===== config.mk =====
export PLATFORM = sky130hd
export DESIGN_NAME = fdl_mul
export DESIGN_NICKNAME = d
export VERILOG_FILES = /design/src/rtl/fractional_delay_line_with_pickup_tap_defines.svh /design/src/rtl/fdl_pkg.sv /design/src/rtl/fdl_mul.sv
export SDC_FILE = /design/constraint.sdc
export NUM_CORES = 2
export LEC_CHECK = 0
export ABC_AREA = 1
export BUFFER_PORTS_ARGS = -buffer_cell sky130_fd_sc_hd__buf_4
export CAP_MARGIN = 15
export CORE_MARGIN = 10
export CORE_UTILIZATION = 50
export CTS_BUF_LIST = sky130_fd_sc_hd__clkbuf_16
export DETAILED_ROUTE_END_ITERATION = 10
export HOLD_SLACK_MARGIN = 0.12
export PLACE_DENSITY = 0.71
export RECOVER_POWER = 50
export SYNTH_ARGS = -nofsm -noshare
export SYNTH_HDL_FRONTEND = slang
export SYNTH_SLANG_ARGS = --single-unit

===== constraint.sdc =====
create_clock -name clk -period 8.8 [get_ports clk]
set_input_delay 1.76 -clock clk [delete_from_list [all_inputs] [get_ports clk]]
set_output_delay 1.76 -clock clk [all_outputs]
set_load 0.005 [all_outputs]

===== src/rtl/fractional_delay_line_with_pickup_tap_defines.svh =====
// assertion macros shared by the rtl
`ifndef FRACTIONAL_DELAY_LINE_WITH_PICKUP_TAP_DEFINES_SVH
`define FRACTIONAL_DELAY_LINE_WITH_PICKUP_TAP_DEFINES_SVH

`ifndef ASSERT_OFF
// antecedent implies consequent in the same cycle
`define FDL_ASSERT_IMPL(lbl, ante, cons) \
    lbl: assert property (@(posedge clk) disable iff (!rst_n) (ante) |-> (cons)) \
        else $error("fdl assertion failed");
// antecedent implies consequent in the next cycle
`define FDL_ASSERT_NEXT(lbl, ante, cons) \
    lbl: assert property (@(posedge clk) disable iff (!rst_n) (ante) |=> (cons)) \
        else $error("fdl assertion failed");
`else
`define FDL_ASSERT_IMPL(lbl, ante, cons)
`define FDL_ASSERT_NEXT(lbl, ante, cons)
`endif

`endif


===== src/rtl/fdl_pkg.sv =====
`timescale 1ns / 1ps

package fdl_pkg;

    // store size is a power of two so index wrap is plain modular arithmetic
    localparam int ADDR_W          = 16;
    localparam int DEPTH           = 1 << ADDR_W;
    localparam int DELAY_FRAC_BITS = 8;
    localparam int SAMPLE_W        = 24;

    localparam int D_W       = ADDR_W + 16;
    localparam int DLY_SHIFT = 16 - DELAY_FRAC_BITS;
    localparam int DS_W      = (((24 + DLY_SHIFT) > D_W) ? (24 + DLY_SHIFT) : D_W) + 2;
    localparam int MUL_A_W   = ((D_W + 1) > 37) ? (D_W + 1) : 37;
    localparam int MUL_B_W   = 25;
    localparam int PROD_W    = MUL_A_W + MUL_B_W;
    localparam int ACC_W     = 58;
    localparam int COEF_W    = 32;

    localparam int CFG_W     = 17;
    localparam int CFG_IDX_W = 3;

    // reciprocal constants for exact floor division by 3 and by 5
    localparam logic [15:0] K3_HI    = 16'hAAAA;
    localparam logic [15:0] K3_LO    = 16'hAAAB;
    localparam int          K3_SHIFT = 33;
    localparam logic [15:0] K5_HI    = 16'hCCCC;
    localparam logic [15:0] K5_LO    = 16'hCCCD;
    localparam int          K5_SHIFT = 34;

    typedef enum logic [CFG_IDX_W-1:0] {
        REG_FEEDBACK_GAIN     = 3'd0,
        REG_FEEDBACK_POSITIVE = 3'd1,
        REG_DELAY_ADJUST      = 3'd2,
        REG_PICKUP_POSITION   = 3'd3,
        REG_PICKUP_MOD_AMOUNT = 3'd4
    } cfg_index_t;

    typedef struct packed {
        logic        [15:0] feedback_gain;
        logic               feedback_positive;
        logic signed [12:0] delay_adjust;
        logic        [16:0] pickup_position;
        logic signed [16:0] pickup_mod_amount;
    } cfg_t;

    typedef struct packed {
        logic signed [SAMPLE_W-1:0] pickup_cv;
        logic        [23:0]         delay_samples;
        logic signed [SAMPLE_W-1:0] feedback_sample;
        logic signed [SAMPLE_W-1:0] in_sample;
    } item_t;

    typedef struct packed {
        logic                we;
        logic [ADDR_W-1:0]   addr;
        logic [SAMPLE_W-1:0] wdata;
    } ram_req_t;

    typedef struct packed {
        logic idle;
        logic done;
    } core_stat_t;

    typedef enum logic [4:0] {
        S_IDLE, S_FB, S_WR, S_PB, S_C3, S_C2, S_C1, S_C0,
        S_D3A, S_D3B, S_D0A, S_D0B,
        S_RD0, S_RD1, S_RD2, S_RD3, S_L3, S_L4,
        S_PK, S_PK2, S_PT, S_TC, S_TD, S_TA,
        S_PR0, S_PR1, S_PR2, S_PR3, S_DONE
    } state_t;

endpackage


===== src/rtl/fdl_mul.sv =====
`timescale 1ns / 1ps

module fdl_mul (
    input  logic                                clk,
    input  logic signed [fdl_pkg::MUL_A_W-1:0]  a,
    input  logic signed [fdl_pkg::MUL_B_W-1:0]  b,
    output logic signed [fdl_pkg::PROD_W-1:0]   p
);
    import fdl_pkg::*;

    logic signed [PROD_W-1:0] p_reg;

    // registered signed product
    always_ff @(posedge clk)
    begin
        p_reg <= PROD_W'(a) * PROD_W'(b);
    end

    assign p = p_reg;

endmodule


==> run_results.csv <==
group,metric,value,unit
yosys,synth.most_common_cell,"inv_1",
detailed_routing,vias_per_cell,4.963,
layout,final_nets,5877,
detailed_routing,wirelength,101.4,mm
timing,slew_headroom,8.936,%
die,num_io_pins,125,
clocking,root_buffer,"clkbuf_16",
layout,largest_reg_flops,62,
global_route,gr-usage-all-layers,25.48,%
clocking,ctsHoldBuffers,0,
layout,ff_latch_area,1241,µm²
detailed_routing,wl_met2,48.76,mm
layout,multi_input_area,28170,µm²
timing,tightest_slew,1366,ps
clocking,cts_buffer_depth,2,
yosys,synthArstFlopShare,0,%
layout,synthToLayoutAreaGrowth,4.655,%
critical_path,cp.arrival,8480,ps
die,die-width,288.8,µm
clocking,postCtsSetupRepairBufs,0,
critical_path,startpoint_type,"input port",
timing,rsz0062_at_grt,"no",
yosys,synth-main-ff-cell,"dfxtp_1",
timing,tns,0,ps
placement,dpl.hpwl,85.91,mm
timing,setup_violations,0,
critical_path,slowest_stage,"clkbuf_1",
detailed_routing,wl_met3,8.380,mm
yosys,ys_types,30,
layout,drive_above_1_share,4.175,%
worst_hold_path,holdCritPathClass,"input port to register",
worst_hold_path,worstHoldEndpoint,"p[0]$_DFF_P_",
yosys,synth-edff-count,0,
global_route,grt_max_degree,38,
global_route,antenna_found_initial,4,
yosys,syn-num-nets,5925,
yosys,synth_top_area_share,51.76,%
clocking,cts_tree,"yes",
yosys,syn-mean-instance-area,7.585,µm²
yosys,synth_area_leaders,"fa_1 (52%), inv_1 (16%), nand2_1 (15%)",
clocking,ctsResizeCount,0,
yosys,synth_cells,4763,
yosys,synthTopCellsByCount,"inv_1 (1571), nand2_1 (1474), fa_1 (934)",
timing,hold_viol,0,
detailed_routing,top_layer,"met5",
timing,drv_slew,0,
yosys,syn_area,36130,µm²
placement,gp_congestion,0.9749,
placement,portBuffers,124,
critical_path,slowest_delay,1050,ps
die,std_cell_rows,98,
layout,final_util,52.80,%
clocking,cts_made_buffers,9,
run_status,status,"finished clean",
die,start_util,50.45,%
yosys,yosys.area.top_type,"fa_1",
detailed_routing,vias,28140,
critical_path,cp.buffers_inverters,7,
job,cap_violations,0,
critical_path,path_class,"input port to register",
die,core,71610,µm²
timing,fmax,120.9,MHz
clocking,cts_sinks,62,
layout,fill_cells,6971,
yosys,yosys_warnings,0,
critical_path,critical_path_required,9010,ps
critical_path,cp-end-kind,"register",
timing,period_minus_slack,8269,ps
timing,hold_ws,1905,ps
detailed_routing,drt-initial-drc-count,2258,
critical_path,critPathMaxFanout,21,
yosys,ys_seq_area_share,3.436,%
timing,timing.final.crit_share,93.97,%
yosys,ys_ff_latch,62,
clocking,path_clk_slew,50,ps
detailed_routing,wl_met1,41.88,mm
detailed_routing,postRouteAntennaNets,0,
die,die_y,288.8,µm
detailed_routing,avgRoutedWirePerCell,17.89,µm
worst_hold_path,hold_path_depth,3,
global_route,grt_overflow,0,
worst_hold_path,min-delay-start,"b[0]",
clocking,htree_levels,3,
detailed_routing,drcViolationCount,0,
detailed_routing,drt-pass1-iter-count,5,
global_route,grt_pass1_vias,30070,
global_route,grt_pass1_wl,165.3,mm
critical_path,critPathTopFamily,"adder cells",
die,die-area,83400,µm²
## kinds of logic (layout without fill, tap and decap cells)
group / Yosys count / after routing / share of synthesized area, %
adders and majority gates: 1099 / 1099 / 57.47
AOI/OAI and AO/OA: 39 / 39 / 0.5749
and+or+nand+nor: 1743 / 1743 / 19.18
xor gates and xnor gates: 31 / 31 / 0.7516
buffers and inverters: 1789 / 1744 / 18.59
DFF: 62 / 62 / 3.436
other: 0 / 3 / 0
## final cells by class
class                      instances  area share [%]
sequential                        62           3.283
tap                              950           3.144
timing repair buffer             151           2.694
antenna                            3         0.01986
clock inverter                     5         0.07943
clock buffer                       9          0.5957
multi-input combinational       2912           74.51
inverter                        1579           15.68
## metal layers
metal | vias up | GRT usage [%]
met3 | 187 | 4.024
met2 | 1122 | 42.53
met4 | 4 | 5.428
met1 | 14050 | 34.79
li1 | 12780 | -
met5 | - | 0
## how the worst max path moves through the flow
| stage | from | slack, ps | to | depth (start not counted) |
|---|---|---|---|---|
| 2_1_floorplan | b[2] | 880 | p[53]$_DFF_P_ | 22 |
| 3_3_place_gp | a[36] | 450 | p[53]$_DFF_P_ | 21 |
| 3_5_place_dp | a[36] | 320 | p[53]$_DFF_P_ | 21 |
| 4_1_cts | a[36] | 670 | p[53]$_DFF_P_ | 21 |
| 5_1_grt | a[36] | 180 | p[53]$_DFF_P_ | 21 |
| 6_report | a[0] | 530 | p[30]$_DFF_P_ | 25 |
## per-stage QoR
step | instances | setup WS, ps | cell area [µm²]
2_1_floorplan | 4763 | 876.5 | 36130
3_5_place_dp | 5654 | 323.1 | 37670
6_report | 5671 | 530.8 | 37810
4_1_cts | 5668 | 671.5 | 37930
3_3_place_gp | 5654 | 451.4 | 37670
5_1_grt | 5669 | 184.4 | 37800
## placed cells by master (no fill, tap or decap), types with 13 or more instances in the layout
cell,n
fa_1,934
ha_1,165
a21oi_1,31
nand4_1,19
nor2_2,22
nand2_2,13
nor2_1,115
dfxtp_1,62
clkbuf_1,34
nand2_1,1474
clkbuf_4,28
inv_1,1572
xor2_1,28
buf_4,88
nand3_1,59
Power is not shown: default switching activity piles up to over one toggle a cycle in this logic, so the estimate is an artifact.
