$ cat config.mk
export PLATFORM = sky130hd
export DESIGN_NAME = fdl_core
export DESIGN_NICKNAME = d
export VERILOG_FILES = /design/src/rtl/fractional_delay_line_with_pickup_tap_defines.svh /design/src/rtl/fdl_pkg.sv /design/src/rtl/fdl_core.sv
export SDC_FILE = /design/constraint.sdc
export NUM_CORES = 1
export LEC_CHECK = 0
export ABC_AREA = 1
export BUFFER_PORTS_ARGS = -buffer_cell sky130_fd_sc_hd__buf_2
export CORE_AREA = 2 2 346 416
export CTS_CLUSTER_SIZE = 40
export DETAILED_ROUTE_END_ITERATION = 8
export DIE_AREA = 0 0 348 418
export PLACE_DENSITY = 0.48
export SKIP_CTS_REPAIR_TIMING = 1
export SLEW_MARGIN = 20
export SYNTH_ARGS = -nofsm -noshare
export SYNTH_HDL_FRONTEND = slang
export SYNTH_SLANG_ARGS = --single-unit
$ cat constraint.sdc
create_clock -name clk -period 6.3 [get_ports clk]
set_input_delay 0 -clock clk [delete_from_list [all_inputs] [get_ports clk]]
set_output_delay 0 -clock clk [all_outputs]
set_load 0.05 [all_outputs]
$ cat src/rtl/fractional_delay_line_with_pickup_tap_defines.svh
// assertion macros shared by the rtl
`ifndef FRACTIONAL_DELAY_LINE_WITH_PICKUP_TAP_DEFINES_SVH
`define FRACTIONAL_DELAY_LINE_WITH_PICKUP_TAP_DEFINES_SVH

`ifndef ASSERT_OFF
// antecedent implies consequent in the same cycle
`define FDL_ASSERT_IMPL(lbl, ante, cons) \
    lbl: assert property (@(posedge clk) disable iff (!rst_n) (ante) |-> (cons)) \
        else $error("fdl assertion failed");
// antecedent implies consequent in the next cycle
`define FDL_ASSERT_NEXT(lbl, ante, cons) \
    lbl: assert property (@(posedge clk) disable iff (!rst_n) (ante) |=> (cons)) \
        else $error("fdl assertion failed");
`else
`define FDL_ASSERT_IMPL(lbl, ante, cons)
`define FDL_ASSERT_NEXT(lbl, ante, cons)
`endif

`endif

$ cat src/rtl/fdl_pkg.sv
`timescale 1ns / 1ps

package fdl_pkg;

    // store size is a power of two so index wrap is plain modular arithmetic
    localparam int ADDR_W          = 16;
    localparam int DEPTH           = 1 << ADDR_W;
    localparam int DELAY_FRAC_BITS = 8;
    localparam int SAMPLE_W        = 24;

    localparam int D_W       = ADDR_W + 16;
    localparam int DLY_SHIFT = 16 - DELAY_FRAC_BITS;
    localparam int DS_W      = (((24 + DLY_SHIFT) > D_W) ? (24 + DLY_SHIFT) : D_W) + 2;
    localparam int MUL_A_W   = ((D_W + 1) > 37) ? (D_W + 1) : 37;
    localparam int MUL_B_W   = 25;
    localparam int PROD_W    = MUL_A_W + MUL_B_W;
    localparam int ACC_W     = 58;
    localparam int COEF_W    = 32;

    localparam int CFG_W     = 17;
    localparam int CFG_IDX_W = 3;

    // reciprocal constants for exact floor division by 3 and by 5
    localparam logic [15:0] K3_HI    = 16'hAAAA;
    localparam logic [15:0] K3_LO    = 16'hAAAB;
    localparam int          K3_SHIFT = 33;
    localparam logic [15:0] K5_HI    = 16'hCCCC;
    localparam logic [15:0] K5_LO    = 16'hCCCD;
    localparam int          K5_SHIFT = 34;

    typedef enum logic [CFG_IDX_W-1:0] {
        REG_FEEDBACK_GAIN     = 3'd0,
        REG_FEEDBACK_POSITIVE = 3'd1,
        REG_DELAY_ADJUST      = 3'd2,
        REG_PICKUP_POSITION   = 3'd3,
        REG_PICKUP_MOD_AMOUNT = 3'd4
    } cfg_index_t;

    typedef struct packed {
        logic        [15:0] feedback_gain;
        logic               feedback_positive;
        logic signed [12:0] delay_adjust;
        logic        [16:0] pickup_position;
        logic signed [16:0] pickup_mod_amount;
    } cfg_t;

    typedef struct packed {
        logic signed [SAMPLE_W-1:0] pickup_cv;
        logic        [23:0]         delay_samples;
        logic signed [SAMPLE_W-1:0] feedback_sample;
        logic signed [SAMPLE_W-1:0] in_sample;
    } item_t;

    typedef struct packed {
        logic                we;
        logic [ADDR_W-1:0]   addr;
        logic [SAMPLE_W-1:0] wdata;
    } ram_req_t;

    typedef struct packed {
        logic idle;
        logic done;
    } core_stat_t;

    typedef enum logic [4:0] {
        S_IDLE, S_FB, S_WR, S_PB, S_C3, S_C2, S_C1, S_C0,
        S_D3A, S_D3B, S_D0A, S_D0B,
        S_RD0, S_RD1, S_RD2, S_RD3, S_L3, S_L4,
        S_PK, S_PK2, S_PT, S_TC, S_TD, S_TA,
        S_PR0, S_PR1, S_PR2, S_PR3, S_DONE
    } state_t;

endpackage

$ cat src/rtl/fdl_core.sv
`timescale 1ns / 1ps

module fdl_core (
    input  logic                                clk,
    input  logic                                rst_n,
    input  logic                                start,
    input  fdl_pkg::item_t                      item,
    input  fdl_pkg::cfg_t                       cfg,
    input  logic                                res_ready,
    output fdl_pkg::core_stat_t                 stat,
    output logic signed [fdl_pkg::SAMPLE_W-1:0] delay_out,
    output logic signed [fdl_pkg::SAMPLE_W-1:0] pickup_out,
    output fdl_pkg::ram_req_t                   ram_req,
    input  logic [fdl_pkg::SAMPLE_W-1:0]        ram_rdata,
    output logic signed [fdl_pkg::MUL_A_W-1:0]  mul_a,
    output logic signed [fdl_pkg::MUL_B_W-1:0]  mul_b,
    input  logic signed [fdl_pkg::PROD_W-1:0]   mul_p
);
    import fdl_pkg::*;

    localparam logic [16:0] ONE     = 17'd65536;
    localparam logic [17:0] TWO     = 18'd131072;
    localparam logic signed [DS_W-1:0] D_LO = DS_W'(3 * 65536);
    localparam logic signed [DS_W-1:0] D_HI = DS_W'((longint'(DEPTH) - 4) * 65536);

    state_t state_reg, state_next;

    logic [ADDR_W-1:0]         wi_reg;
    item_t                     item_reg;
    logic [D_W-1:0]            d_reg;
    logic [32:0]               a_reg;
    logic [33:0]               b_reg;
    logic [31:0]               n3_reg;
    logic [31:0]               n0_reg;
    logic [47:0]               p1_reg;
    logic signed [COEF_W-1:0]  c0_reg, c1_reg, c2_reg, c3_reg;
    logic signed [ACC_W-1:0]   acc_reg;
    logic signed [SAMPLE_W-1:0] y_reg;
    logic signed [SAMPLE_W-1:0] pk_reg;
    logic [21:0]               qn_reg;
    logic                      qneg_reg;
    logic [16:0]               t_reg;
    logic [D_W-1:0]            ptap_reg;

    // delay in Q16, clamped
    logic signed [DS_W-1:0] ds;
    logic signed [DS_W-1:0] d_clamp;
    assign ds = (DS_W'($signed({1'b0, item_reg.delay_samples})) <<< DLY_SHIFT)
              - (DS_W'(cfg.delay_adjust) <<< 8);
    assign d_clamp = (ds < D_LO) ? D_LO : ((ds > D_HI) ? D_HI : ds);

    // lagrange fraction and base address
    logic [15:0] df;
    logic [16:0] u, u_p1, one_mu;
    logic [17:0] two_mu;
    logic [ADDR_W-1:0] lag_addr0;
    assign df     = d_reg[15:0];
    assign u      = (df != 16'd0) ? (ONE - 17'(df)) : 17'd0;
    assign u_p1   = u + ONE;
    assign one_mu = ONE - u;
    assign two_mu = TWO - 18'(u);
    assign lag_addr0 = wi_reg - (d_reg[D_W-1:16] + ADDR_W'(df != 16'd0) + ADDR_W'(1));

    // pickup fraction and base address
    logic [15:0] pf;
    logic [16:0] u2, one_mu2;
    logic [ADDR_W-1:0] pk_addr0;
    assign pf      = ptap_reg[15:0];
    assign u2      = (pf != 16'd0) ? (ONE - 17'(pf)) : 17'd0;
    assign one_mu2 = (pf != 16'd0) ? 17'(pf) : ONE;
    assign pk_addr0 = wi_reg - (ptap_reg[D_W-1:16] + ADDR_W'(pf != 16'd0));

    // written sample: input plus or minus rounded feedback, saturated
    logic signed [24:0] term;
    logic signed [25:0] x_full;
    logic [SAMPLE_W-1:0] x_sat;
    assign term   = 25'((mul_p + PROD_W'(32768)) >>> 16);
    assign x_full = cfg.feedback_positive ? (26'(item_reg.in_sample) + 26'(term))
                                          : (26'(item_reg.in_sample) - 26'(term));
    assign x_sat  = (x_full > 26'sd8388607)  ? 24'h7FFFFF :
                    (x_full < -26'sd8388608) ? 24'h800000 : x_full[23:0];

    // quotient from two partial products of a reciprocal multiply
    logic [65:0] dsum;
    logic [31:0] q3, q5;
    assign dsum = {2'b00, p1_reg, 16'h0000} + 66'(mul_p[47:0]);
    assign q3   = 32'(dsum >> K3_SHIFT);
    assign q5   = 32'(dsum >> K5_SHIFT);

    logic signed [PROD_W-1:0] qabs;
    assign qabs = (mul_p < 0) ? -mul_p : mul_p;

    logic signed [20:0] t_full;
    assign t_full = 21'($signed({1'b0, cfg.pickup_position}))
                  + (qneg_reg ? -21'($signed({1'b0, q5[19:0]}))
                              : 21'($signed({1'b0, q5[19:0]})));

    logic signed [ACC_W-1:0] y_round;
    assign y_round = (acc_reg + ACC_W'(64'sd536870912)) >>> 30;

    logic signed [ACC_W-1:0] pk_sum;
    assign pk_sum = (acc_reg + ACC_W'(mul_p) + ACC_W'(32768)) >>> 16;

    always_ff @(posedge clk or negedge rst_n)
    begin
        if (!rst_n)
        begin
            state_reg <= S_IDLE;
            wi_reg    <= '0;
        end
        else
        begin
            state_reg <= state_next;
            if (state_reg == S_DONE && res_ready)
            begin
                wi_reg <= wi_reg + ADDR_W'(1);
            end
        end
    end

    // datapath captures per step
    always_ff @(posedge clk)
    begin
        case (state_reg) inside
            S_IDLE: if (start) item_reg <= item;
            S_FB:   d_reg  <= D_W'(d_clamp);
            S_PB:   a_reg  <= mul_p[32:0];
            S_C3:   b_reg  <= mul_p[33:0];
            S_C2:   n3_reg <= mul_p[50:19];
            S_C1:   c2_reg <= $signed(mul_p[50:19]);
            S_C0:   c1_reg <= $signed(mul_p[50:19]);
            S_D3A:  n0_reg <= mul_p[50:19];
            S_D3B:  p1_reg <= mul_p[47:0];
            S_D0A:  c3_reg <= -$signed(q3);
            S_D0B:  p1_reg <= mul_p[47:0];
            S_RD0:  c0_reg <= -$signed(q3);
            S_RD2:  acc_reg <= ACC_W'(mul_p);
            S_RD3, S_L3, S_L4: acc_reg <= acc_reg + ACC_W'(mul_p);
            S_PK:
            begin
                y_reg    <= (y_round > ACC_W'(5242880))  ? 24'sd5242880 :
                            (y_round < -ACC_W'(5242880)) ? -24'sd5242880 : y_round[23:0];
                qneg_reg <= (mul_p < 0);
                qn_reg   <= qabs[39:18];
            end
            S_PT:   p1_reg <= mul_p[47:0];
            S_TC:   t_reg  <= (t_full < 0) ? 17'd0 :
                              (t_full > 21'sd65536) ? ONE : t_full[16:0];
            S_TA:   ptap_reg <= D_W'((mul_p + PROD_W'(32768)) >>> 16);
            S_PR2:  acc_reg <= ACC_W'(mul_p);
            S_PR3:  pk_reg  <= pk_sum[23:0];
            default: ;
        endcase
    end

    // sequencer: next step, multiplier operands and store port
    always_comb
    begin
        state_next    = state_reg;
        mul_a         = '0;
        mul_b         = '0;
        ram_req.we    = 1'b0;
        ram_req.addr  = lag_addr0;
        ram_req.wdata = x_sat;
        unique case (state_reg)
            S_IDLE: if (start) state_next = S_FB;
            S_FB:
            begin
                mul_a = MUL_A_W'(item_reg.feedback_sample);
                mul_b = MUL_B_W'($signed({1'b0, cfg.feedback_gain}));
                state_next = S_WR;
            end
            S_WR:
            begin
                ram_req.we   = 1'b1;
                ram_req.addr = wi_reg;
                mul_a = MUL_A_W'($signed({1'b0, u_p1}));
                mul_b = MUL_B_W'($signed({1'b0, u}));
                state_next = S_PB;
            end
            S_PB:
            begin
                mul_a = MUL_A_W'($signed({1'b0, one_mu}));
                mul_b = MUL_B_W'($signed({1'b0, two_mu}));
                state_next = S_C3;
            end
            S_C3:
            begin
                mul_a = MUL_A_W'($signed({1'b0, a_reg}));
                mul_b = MUL_B_W'($signed({1'b0, one_mu}));
                state_next = S_C2;
            end
            S_C2:
            begin
                mul_a = MUL_A_W'($signed({1'b0, a_reg}));
                mul_b = MUL_B_W'($signed({1'b0, two_mu}));
                state_next = S_C1;
            end
            S_C1:
            begin
                mul_a = MUL_A_W'($signed({1'b0, b_reg}));
                mul_b = MUL_B_W'($signed({1'b0, u_p1}));
                state_next = S_C0;
            end
            S_C0:
            begin
                mul_a = MUL_A_W'($signed({1'b0, b_reg}));
                mul_b = MUL_B_W'($signed({1'b0, u}));
                state_next = S_D3A;
            end
            S_D3A:
            begin
                mul_a = MUL_A_W'($signed({1'b0, n3_reg}));
                mul_b = MUL_B_W'($signed({1'b0, K3_HI}));
                state_next = S_D3B;
            end
            S_D3B:
            begin
                mul_a = MUL_A_W'($signed({1'b0, n3_reg}));
                mul_b = MUL_B_W'($signed({1'b0, K3_LO}));
                state_next = S_D0A;
            end
            S_D0A:
            begin
                mul_a = MUL_A_W'($signed({1'b0, n0_reg}));
                mul_b = MUL_B_W'($signed({1'b0, K3_HI}));
                state_next = S_D0B;
            end
            S_D0B:
            begin
                mul_a = MUL_A_W'($signed({1'b0, n0_reg}));
                mul_b = MUL_B_W'($signed({1'b0, K3_LO}));
                state_next = S_RD0;
            end
            S_RD0:
            begin
                ram_req.addr = lag_addr0;
                state_next = S_RD1;
            end
            S_RD1:
            begin
                ram_req.addr = lag_addr0 + ADDR_W'(1);
                mul_a = MUL_A_W'(c0_reg);
                mul_b = MUL_B_W'($signed(ram_rdata));
                state_next = S_RD2;
            end
            S_RD2:
            begin
                ram_req.addr = lag_addr0 + ADDR_W'(2);
                mul_a = MUL_A_W'(c1_reg);
                mul_b = MUL_B_W'($signed(ram_rdata));
                state_next = S_RD3;
            end
            S_RD3:
            begin
                ram_req.addr = lag_addr0 + ADDR_W'(3);
                mul_a = MUL_A_W'(c2_reg);
                mul_b = MUL_B_W'($signed(ram_rdata));
                state_next = S_L3;
            end
            S_L3:
            begin
                mul_a = MUL_A_W'(c3_reg);
                mul_b = MUL_B_W'($signed(ram_rdata));
                state_next = S_L4;
            end
            S_L4:
            begin
                mul_a = MUL_A_W'(item_reg.pickup_cv);
                mul_b = MUL_B_W'(cfg.pickup_mod_amount);
                state_next = S_PK;
            end
            S_PK:  state_next = S_PK2;
            S_PK2:
            begin
                mul_a = MUL_A_W'($signed({1'b0, qn_reg}));
                mul_b = MUL_B_W'($signed({1'b0, K5_HI}));
                state_next = S_PT;
            end
            S_PT:
            begin
                mul_a = MUL_A_W'($signed({1'b0, qn_reg}));
                mul_b = MUL_B_W'($signed({1'b0, K5_LO}));
                state_next = S_TC;
            end
            S_TC:  state_next = S_TD;
            S_TD:
            begin
                mul_a = MUL_A_W'($signed({1'b0, d_reg}));
                mul_b = MUL_B_W'($signed({1'b0, t_reg}));
                state_next = S_TA;
            end
            S_TA:  state_next = S_PR0;
            S_PR0:
            begin
                ram_req.addr = pk_addr0;
                state_next = S_PR1;
            end
            S_PR1:
            begin
                ram_req.addr = pk_addr0 + ADDR_W'(1);
                mul_a = MUL_A_W'($signed({1'b0, one_mu2}));
                mul_b = MUL_B_W'($signed(ram_rdata));
                state_next = S_PR2;
            end
            S_PR2:
            begin
                mul_a = MUL_A_W'($signed({1'b0, u2}));
                mul_b = MUL_B_W'($signed(ram_rdata));
                state_next = S_PR3;
            end
            S_PR3: state_next = S_DONE;
            S_DONE: if (res_ready) state_next = S_IDLE;
            default: state_next = S_IDLE;
        endcase
    end

    assign stat.idle  = (state_reg == S_IDLE);
    assign stat.done  = (state_reg == S_DONE);
    assign delay_out  = y_reg;
    assign pickup_out = pk_reg;

endmodule

==> summary.md <==
| Metric | Value |
|---|---|
| Status | finished, final reports clean |
| Max FFs per register | 96 |
| Syn_area_per_cell | 8.38 µm² |
| DRT Pass-1 Iters | 6 |
| Clock sinks | between 600 and 700 |
| I/O pins | 403 |
| First-pass GRT wire length | around 250000 µm |
| DR vias | 38100 |
| Worst Path Max Fanout | 4 |
| Distinct cells, synth | between 70 and 80 |
| Min cycle time layout | 5.93 ns |
| Delay-heaviest family, CP | simple AND/OR/NAND/NOR gates |
| Fraction of layout cells with a size suffix above 1 | 13.5% |
| Final Util | between 30% and 40% |
| CTS tree | built |
| Leakage power | around 22 nW |
| Int Power | 0.0109 W |
| FP Rows | 151 |
| Kind of critical path | reg2out |
| Peak supply drop | 0.000379 V |
| Fin Setup TNS | 0 ns |
| Tot Pwr | 0.0216 W |
| CTS max path bufs | 3 |
| Drt drc | 0 |
| Grt ovf | 0 |
| Die height | between 400 and 500 µm |
| Final setup fails | 0 |
| Synthesized Nets | 5514 |
| Slowest CP cell | fa_1 |
| Maxcap violations | 0 |
| Root Driver | clkbuf_16 |
| Synth area leaders | edfxtp_1 (43%), nand2_1 (11%), ha_1 (6.7%), inv_1 (6.4%), xor2_1 (5.0%) |
| DRC violation total after the first TritonRoute iteration | 3344 |
| Final HPWL DP | ~140000 µm |
| Hold-critical path depth | 2 |
| Initial antenna violation count | 9 |
| Register share of total power | 26.4% |
| Flops & latches, synth | 626 |
| Clock power frac | between 20 and 25% |
| Gpl congestion | 0.925 |
| Hold/Removal Path Class | in2reg |
| Via/cell ratio | just over 5 |
| Core box area | 0.141 mm² |
| H-tree depth | 3 |
| Mapped Cells | a little over 5000 |
| Fmax | 0.169 GHz |
| Total stage count of the critical path | 30 |
| Count leader, synth | nand2_1 |
| Wire length per cell | 23.3 µm |
| CP max stage delay | 0.41 ns |
| Number of global-route vias before repair | between 30000 and 40000 |
| Final antenna-violating net count | 0 |
| Final hold vios | 0 |
| Initial Utilization | roughly 30% |
| Slew HR | 23.0% |
| Cell area after synthesis | roughly 0.042 mm² |
| Die area | 0.145 mm² |
| Final nets | around 6100 |
| CTS clk-pin slew, worst paths | 0.06 ns |
| Switching Share | between 40 and 50% |
| Sw Pwr | 0.0107 W |
| Final Max Slew Viols | 0 |
| PortBufs | 399 |
| Sequential share of the synthesized area | 44.3% |
| Slew @ Worst Pin | 1.16 ns |
| Yosys top cell area share | a little over two fifths |
| CTS buffer count | 78 |
| Synth area leader | edfxtp_1 |
| Pin count of the biggest net entering global routing | 78 |
| Drt total wl | 177000 µm |
| Synth warnings | 0 |
| Synth cell count leaders | nand2_1 (1193), inv_1 (721), edfxtp_1 (605) |
| Post-synth ARST share | between 3 and 4% |
| Final Skew | between 0.02 and 0.025 ns |
| Dominant synthesized flop cell | edfxtp_1 |
| Worst setup EP type | primary output |
| CP most frequent cell | inv_1 |
| Post-synth EDFFs | 605 |
| Layout area overhead | 21.5% |
| Crit path arrival time | between 5 and 6 ns |
| R2r worst-path depth | 34 |
| Crit share post-route | 94.1% |
| CP startpoint kind | register |
| Die Wd | between 300 and 400 µm |
| Clock Latency Late Sink | 0.70 ns |
| Combinational power share | a little over half |
| Total track usage | 23.5% |
| Critical path data required time | 6.30 ns |
| P per Cell Area | 421 mW/mm² |
| Worst path bufs/invs | 9 |
-- cell families (layout without fill, tap and decap cells) --
kind of cell	count (synthesis)	count (layout)	share of synthesized area, %
simple gates	2245	2245	22.9
buf+inv	831	1527	7.63
fa+ha+maj	234	234	7.07
other cells	0	3	0
flops	626	626	44.3
xor+xnor	319	319	6.71
compound gates	775	775	11.4
-- final timing paths --
check / endpoint / from / slack [ns]
min reg2reg: wi_reg[13] / wi_reg[13] / 0.49
max: ram_req[35] / d_reg[8] / 0.37
min in group asynchronous: wi_reg[4] / rst_n / 0.40
max in group asynchronous: wi_reg[13] / rst_n / 5.74
min: item_reg[75] / item[75] / 0.01
max reg2reg: t_reg[0] / p1_reg[3] / 0.78
-- layout make-up --
| class | instances | area [µm²] |
|---|---|---|
| Fill cell | 14700 | 89900 |
| Multi-Input combinational cell | 3573 | 20600 |
| Sequential cell | 626 | 18700 |
| Timing Repair Buffer | 648 | 4340 |
| Inverter | 736 | 2760 |
| Tap cell | 1836 | 2300 |
| Clock buffer | 95 | 2080 |
| Clock inverter | 48 | 484 |
| Antenna cell | 3 | 7.51 |
-- metal layers --
layer	wire, µm	part of all wire (%)	GRT usage (%)
met5	27	0.015	0
met4	6090	3.4	8.09
met3	11300	6.4	3.42
met2	85100	48	40.1
met1	74100	42	30.3
-- per-stage QoR --
step | hold slack [ns] | cell area (µm²) | worst slack [ns] | instances
after global placement | 0.00515 | 46700 | 0.507 | 7241
final | 0.0138 | 51200 | 0.370 | 7565
after global routing | 0.00715 | 51200 | -0.0303 | 7562
after detailed placement | 0.00134 | 46700 | 0.565 | 7241
after CTS | -0.753 | 49300 | -0.200 | 7384
after floorplan | -0.296 | 42200 | 0.0549 | 5030
-- cells in the final DEF (no fill, tap or decap), types with 18 or more instances in the layout --
cell type | synthesis | layout
ha_1 | 227 | 224
nand2_2 | 34 | 40
a22oi_1 | 19 | 19
nor2_2 | 12 | 25
a31oi_1 | 31 | 31
nor4_1 | 29 | 29
o21ai_0 | 200 | 194
inv_1 | 721 | 715
xnor2_1 | 74 | 73
dlygate4sd3_1 | 0 | 169
buf_4 | 6 | 79
nor2_4 | 3 | 21
nand4_1 | 115 | 115
xor2_1 | 242 | 240
a21o_1 | 18 | 18
nand3_1 | 215 | 214
a22o_1 | 37 | 37
a21oi_1 | 264 | 262
dfrtp_1 | 21 | 21
clkbuf_16 | 0 | 81
nor3_1 | 93 | 91
or2_2 | 21 | 21
edfxtp_1 | 605 | 605
clkinv_1 | 9 | 19
nor2_1 | 474 | 443
o21bai_1 | 19 | 19
nand2_1 | 1193 | 1186
a221oi_1 | 60 | 60
buf_2 | 10 | 395
-- power groups by stage --
stage                     sequential [W]  combinational (W)  clock [W]
after floorplan                  0.00567            0.00739          0
after global placement           0.00576             0.0109          0
after detailed placement         0.00576             0.0109          0
after CTS                        0.00568             0.0110    0.00472
after global routing             0.00573             0.0121    0.00488
final                            0.00569             0.0113    0.00464
Power figures use the tool's default switching activity.
